## config.mk

```make
export PLATFORM = sky130hd
export DESIGN_NAME = spb_ctrl
export DESIGN_NICKNAME = d
export VERILOG_FILES = /design/src/rtl/core/spb_pkg.sv /design/src/rtl/core/spb_ctrl.sv
export SDC_FILE = /design/constraint.sdc
export NUM_CORES = 1
export LEC_CHECK = 0
export ABC_AREA = 1
export ABC_CLOCK_PERIOD_IN_PS = 1650
export BUFFER_PORTS_ARGS = -buffer_cell sky130_fd_sc_hd__buf_2
export CAP_MARGIN = 15
export CELL_PAD_IN_SITES_DETAIL_PLACEMENT = 1
export CELL_PAD_IN_SITES_GLOBAL_PLACEMENT = 1
export CORE_MARGIN = 2
export CORE_UTILIZATION = 35
export DETAILED_ROUTE_END_ITERATION = 10
export PLACE_DENSITY_LB_ADDON = 0.2
export SYNTH_ARGS = -nofsm -noshare
export SYNTH_HDL_FRONTEND = slang
export SYNTH_SLANG_ARGS = --single-unit
```

## constraint.sdc

```tcl
create_clock -name clk -period 1.65 [get_ports clk]
set_input_delay 0.0825 -clock clk [delete_from_list [all_inputs] [get_ports clk]]
set_output_delay 0.0825 -clock clk [all_outputs]
set_load 0.01 [all_outputs]
```

## src/rtl/core/spb_pkg.sv

```systemverilog
// Shared types and constants for the skeletal pose blend block.
package spb_pkg;

	localparam int ELEMS = 12;
	localparam logic [3:0] LAST_ELEM = 4'd11;
	localparam logic [1:0] TRANS_COL = 2'd3;

	typedef struct packed {
		logic               has_parent;
		logic [6:0]         parent_index;
		logic [63:0]        curr_rotation;
		logic [63:0]        next_rotation;
		logic signed [31:0] curr_pos_x;
		logic signed [31:0] curr_pos_y;
		logic signed [31:0] curr_pos_z;
		logic signed [31:0] next_pos_x;
		logic signed [31:0] next_pos_y;
		logic signed [31:0] next_pos_z;
		logic               last_bone;
	} spb_in_t;

	typedef struct packed {
		logic [6:0]         bone_number;
		logic [1:0]         row;
		logic [1:0]         column;
		logic signed [31:0] element_value;
		logic               last_element;
	} spb_out_t;

	typedef enum logic [2:0] {
		OP_NONE,
		OP_BLEND_Q,
		OP_BLEND_P,
		OP_QPROD,
		OP_PMAC
	} spb_op_t;

	typedef struct packed {
		logic       capture;
		spb_op_t    op;
		logic [3:0] idx;
		logic       rd_en;
		logic [3:0] rd_word;
		logic       loc_latch;
		logic       emit;
		logic [3:0] elem;
		logic [1:0] k;
	} spb_cmd_t;

	typedef struct packed {
		logic use_par;
		logic out_free;
	} spb_stat_t;

endpackage

```

## src/rtl/core/spb_ctrl.sv

```systemverilog
// Sequencer for the pose blend datapath: prepare, latch local transform, emit elements.
module spb_ctrl (
	input  logic             clk,
	input  logic             arst_n,
	input  logic             in_valid,
	output logic             in_ready,
	input  spb_pkg::spb_stat_t stat,
	output spb_pkg::spb_cmd_t  cmd
);
	import spb_pkg::*;

	typedef enum logic [2:0] {S_IDLE, S_PREP, S_LOC, S_MAC, S_WAIT, S_EMIT} state_t;

	localparam logic [4:0] PREP_LAST = 5'd16;

	state_t     state_q;
	logic [4:0] step_q;
	logic [3:0] elem_q;
	logic [1:0] k_q;

	always_ff @(posedge clk or negedge arst_n) begin
		if (!arst_n) begin
			state_q <= S_IDLE;
			step_q  <= '0;
			elem_q  <= '0;
			k_q     <= '0;
		end else begin
			unique case (state_q)
				S_IDLE: begin
					if (in_valid) begin
						state_q <= S_PREP;
						step_q  <= '0;
					end
				end
				S_PREP: begin
					if (step_q == PREP_LAST) state_q <= S_LOC;
					else step_q <= step_q + 5'd1;
				end
				S_LOC: begin
					elem_q  <= '0;
					k_q     <= '0;
					state_q <= stat.use_par ? S_MAC : S_EMIT;
				end
				S_MAC: begin
					if (k_q == 2'd2) state_q <= S_WAIT;
					else k_q <= k_q + 2'd1;
				end
				S_WAIT: state_q <= S_EMIT;
				S_EMIT: begin
					if (stat.out_free) begin
						if (elem_q == LAST_ELEM) begin
							state_q <= S_IDLE;
						end else begin
							elem_q  <= elem_q + 4'd1;
							k_q     <= '0;
							state_q <= stat.use_par ? S_MAC : S_EMIT;
						end
					end
				end
				default: state_q <= S_IDLE;
			endcase
		end
	end

	assign in_ready = (state_q == S_IDLE);

	always_comb begin
		cmd           = '0;
		cmd.op        = OP_NONE;
		cmd.elem      = elem_q;
		cmd.k         = k_q;
		cmd.capture   = (state_q == S_IDLE) && in_valid;
		cmd.loc_latch = (state_q == S_LOC);
		cmd.emit      = (state_q == S_EMIT) && stat.out_free;
		if (state_q == S_PREP) begin
			cmd.rd_en   = (step_q < 5'd12);
			cmd.rd_word = step_q[3:0];
			if (step_q < 5'd4) begin
				cmd.op  = OP_BLEND_Q;
				cmd.idx = step_q[3:0];
			end else if (step_q < 5'd7) begin
				cmd.op  = OP_BLEND_P;
				cmd.idx = 4'(step_q - 5'd4);
			end else if (step_q < PREP_LAST) begin
				cmd.op  = OP_QPROD;
				cmd.idx = 4'(step_q - 5'd7);
			end
		end else if (state_q == S_MAC) begin
			cmd.op = OP_PMAC;
		end
	end

endmodule

```

==> Flow_metrics.wiki <==
{| class="wikitable"
! Metric !! Value
|-
| Run status || finished clean
|-
| Total global routing track utilization || 0.179
|-
| Period Utilization, post-route || 0.973
|-
| Layout Cells excl Fill || 235
|-
| Ranking of synthesized cells by area || sky130_fd_sc_hd__dfrtp_1 (32%), sky130_fd_sc_hd__nand2_1 (14%), sky130_fd_sc_hd__nand3_1 (7.7%)
|-
| Most used cell along the critical path || sky130_fd_sc_hd__nand2_1
|-
| Post-synth design cell area || 1100 sq um
|-
| First-pass GRT wire length || 4820 um
|-
| Type of the worst setup path || flop to output port
|-
| Number of cells produced by synthesis || 159
|-
| Slowest CP cell || sky130_fd_sc_hd__dfrtp_1
|-
| Static Leakage || 0.738 nW
|-
| Maximum buffer depth of the clock tree || 2
|-
| Setup repair after global routing missed its margin || true
|-
| Number of buffers added on ports || 26
|-
| CP Max Fanout || 5
|-
| Number of antenna violations at the first check in global routing || 0
|-
| Detailed Routing Iterations Pass 1 || 3
|-
| CP startpoint || step_q[2]
|-
| Per-instance average area after synthesis || 6.94 sq um
|-
| Latest clock arrival within the worst-skew pair || 280 ps
|-
| Detailed-route wire length || 2960 um
|-
| Initial Util || 0.364
|-
| Initial detailed-routing violation count || 15
|-
| Design Power || 1.82 mW
|-
| Worst hold margin || 140 ps
|-
| Synth async-reset ratio || 1.00
|-
| IO Pins || 27
|-
| Length in cells of the worst reg-to-reg path || 10
|-
| Ant. Diodes || 0
|-
| Number of flops mapped to enable cells by yosys || 0
|-
| Total CTS buffers || 3
|-
| Kind of launch point of the worst setup path || flop
|-
| Switch share || 0.508
|-
| Total of max-cap violations || 0
|-
| Cell at the root of the clock tree || sky130_fd_sc_hd__clkbuf_4
|-
| Count of vias placed by the detailed router || 1114
|-
| Most used flip-flop cell after synthesis || sky130_fd_sc_hd__dfrtp_1
|-
| Library cell occupying the most area in the post-synthesis netlist || sky130_fd_sc_hd__dfrtp_1
|-
| Cell with the most instances after synthesis || sky130_fd_sc_hd__nand2_1
|-
| FF-to-FF setup slack || 150 ps
|-
| Flop pwr share || 0.309
|-
| Setup violation total in the final timing report || 0
|-
| Synth Net Count || 169
|-
| Count of cell types in the netlist || 26
|-
| Die height || 60.2 um
|-
| CTS sink cnt || 14
|-
| Clock tree from TritonCTS || yes
|-
| Number of endpoints with negative hold slack in the final report || 0
|-
| Fraction of final layout cells with drive strength greater than 1 || 0.325
|-
| Final critical delay including setup and external delays || 1610 ps
|-
| Top cells by count, synth || sky130_fd_sc_hd__nand2_1 (42), sky130_fd_sc_hd__nor2_1 (20), sky130_fd_sc_hd__inv_1 (18), sky130_fd_sc_hd__nand3_1 (17), sky130_fd_sc_hd__dfrtp_1 (14)
|-
| Clock edge transition at the registers on the reported setup and hold paths || 80 ps
|-
| Highest clock frequency the design can meet || 623 MHz
|-
| CP peak stage delay || 430 ps
|-
| Critical path cell sequence || inv_1, ha_1, nand2_1, nand2_1, nor2_1, buf_2
|-
| Relative contribution of combinational cells to total power || 0.585
|-
| Core Box Area || 3030 sq um
|-
| Max_slew headroom || 0.775
|-
| IR drop worst, VDD || 0.513 mV
|-
| Power density over cell area || 1340 nW/um^2
|-
| Arrival time of data at the critical path endpoint || 1520 ps
|-
| Largest net degree at the start of global routing || 15
|-
| Die span in x || 60.2 um
|-
| Grt total ovfl || 0
|-
| Hold path cells || 4
|-
| Clock tree skew after final layout || 4.52 ps
|-
| Gp weighted congestion || 0.822
|-
| Hold crit path type || input pin to flop
|-
| Total negative setup slack || 0 ps
|-
| Ratio of routed vias to standard cells || 4.74
|-
| Worst hold path startpoint || in_valid
|-
| Worst path required time || 1570 ps
|-
| Number of global-route vias before repair || 1081
|-
| Synthesis-to-layout area growth || 23.1%
|-
| Maximum level of the CTS H-tree || 1
|-
| Clock Power Share || 0.107
|-
| R2R Path Start || step_q[2]
|-
| Slew of the pin with the lowest slew margin || 338 ps
|-
| Remaining antenna violation count after routing || 0
|-
| Nature of the critical path endpoint || output port
|-
| Routed len/inst || 12.6 um
|-
| Total placed cells including tap cells || 227
|-
| Count of state elements after synthesis || 14
|-
| Number of slew-limit violations in the final report || 0
|-
| Total die area || 3620 sq um
|-
| Terminus of the critical flop-to-flop path || state_q[0]
|-
| Switching power || 0.923 mW
|-
| Area share of the largest cell type after synthesis || 0.317
|-
| Number of inserted filler cells in the final layout || 402
|-
| Number of warnings issued by yosys || 0
|-
| Final Net Count || 203
|-
| End point of the most critical hold path || step_q[3]
|-
| Number of core rows || 20
|-
| P_int || 0.893 mW
|-
| Sequential share of the synthesized area || 0.317
|-
| Half-perimeter wire length after detailed placement || 2310 um
|-
| DRC violations left || 0
|}
[critical path: cells and delay by family (launching register included)]
family / cells / cell delay [ps]
flops: 1 / 430
simple gates: 3 / 230
fa+ha+maj: 1 / 310
buf+inv: 2 / 280
[what timing repair did]
item                                    in CTS  in global routing
endpoints found under the hold margin       14                  0
gates resized for setup                      4                  7
setup buffers                                0                  3
gates cloned                                 0                  1
hold buffers                                 1                  0
pin swaps                                    0                  3
endpoints found under the setup margin       6                  4
[state kept, by name, summed over array words and instances, names as in the netlist]
name     count
elem_q       4
k_q          2
state_q      3
step_q       5
[power groups by stage]
| stage | Sequential (mW) | Combinational (mW) | Clock, mW |
|---|---|---|---|
| 2_1_floorplan | 0.507 | 0.783 | 0 |
| 3_3_place_gp | 0.544 | 0.954 | 0 |
| 3_5_place_dp | 0.550 | 0.976 | 0 |
| 4_1_cts | 0.554 | 1.01 | 0.206 |
| 5_1_grt | 0.579 | 1.20 | 0.220 |
| 6_report | 0.561 | 1.06 | 0.194 |
[metrics by stage]
stage | setup slack [ps] | utilization | cell area, sq um
3_3_place_gp | 224 | 0.417 | 1260
3_5_place_dp | 122 | 0.417 | 1260
4_1_cts | 5.72 | 0.432 | 1310
6_report | 44.6 | 0.449 | 1360
2_1_floorplan | 333 | - | 1100
5_1_grt | -38.3 | 0.449 | 1360
[layout by cell type, fill, tap and decap left out, types with 2 or more instances in the layout]
| master | Yosys | layout |
|---|---|---|
| sky130_fd_sc_hd__o21ai_0 | 4 | 4 |
| sky130_fd_sc_hd__nand4_1 | 2 | 2 |
| sky130_fd_sc_hd__xor2_1 | 2 | 2 |
| sky130_fd_sc_hd__dfrtp_2 | 0 | 3 |
| sky130_fd_sc_hd__buf_4 | 0 | 4 |
| sky130_fd_sc_hd__nand3_2 | 1 | 2 |
| sky130_fd_sc_hd__nand3_1 | 17 | 16 |
| sky130_fd_sc_hd__nor2_1 | 20 | 17 |
| sky130_fd_sc_hd__inv_2 | 5 | 5 |
| sky130_fd_sc_hd__o21ai_1 | 6 | 6 |
| sky130_fd_sc_hd__nor2_2 | 3 | 6 |
| sky130_fd_sc_hd__nand2_2 | 5 | 5 |
| sky130_fd_sc_hd__ha_1 | 5 | 5 |
| sky130_fd_sc_hd__clkbuf_4 | 0 | 3 |
| sky130_fd_sc_hd__buf_2 | 0 | 26 |
| sky130_fd_sc_hd__inv_1 | 18 | 17 |
| sky130_fd_sc_hd__nand2_1 | 42 | 42 |
| sky130_fd_sc_hd__nand3_4 | 1 | 2 |
| sky130_fd_sc_hd__dfrtp_1 | 14 | 11 |
[cells by family after synthesis]
| kind of cell | after synthesis | share of synthesized area |
|---|---|---|
| AOI/OAI and AO/OA | 14 | 0.0726 |
| xor gates and xnor gates | 3 | 0.0238 |
| buffers and inverters | 27 | 0.112 |
| and+or+nand+nor | 96 | 0.417 |
| DFF | 14 | 0.317 |
| adders and majority gates | 5 | 0.0567 |
[how the worst max path moves through the flow]
stage | endpoint | slack, ps
finish | cmd[16] | 40
global route | cmd[16] | -40
CTS | cmd[16] | 6
detailed placement | cmd[14] | 120
global placement | k_q[0] | 220
floorplan | elem_q[0] | 330
[per-layer routing]
layer  GRT usage  vias to the layer above  share of wire
met5           0                        -              0
met2       0.314                       19           0.50
met3      0.0346                        2          0.027
met4      0.0794                        0         0.0061
li1            -                      575              -
met1       0.208                      518           0.47
[area by class of cell]
type	count	area (sq um)	share of cell area
clock buffers	3	22.5	0.0166
inverters	24	92.6	0.0681
multi-input cells	119	664	0.489
flip-flops and latches	14	354	0.261
well taps	44	55.1	0.0405
repair buffers	31	170	0.125
No activity file was read; power rests on OpenSTA's default activity.
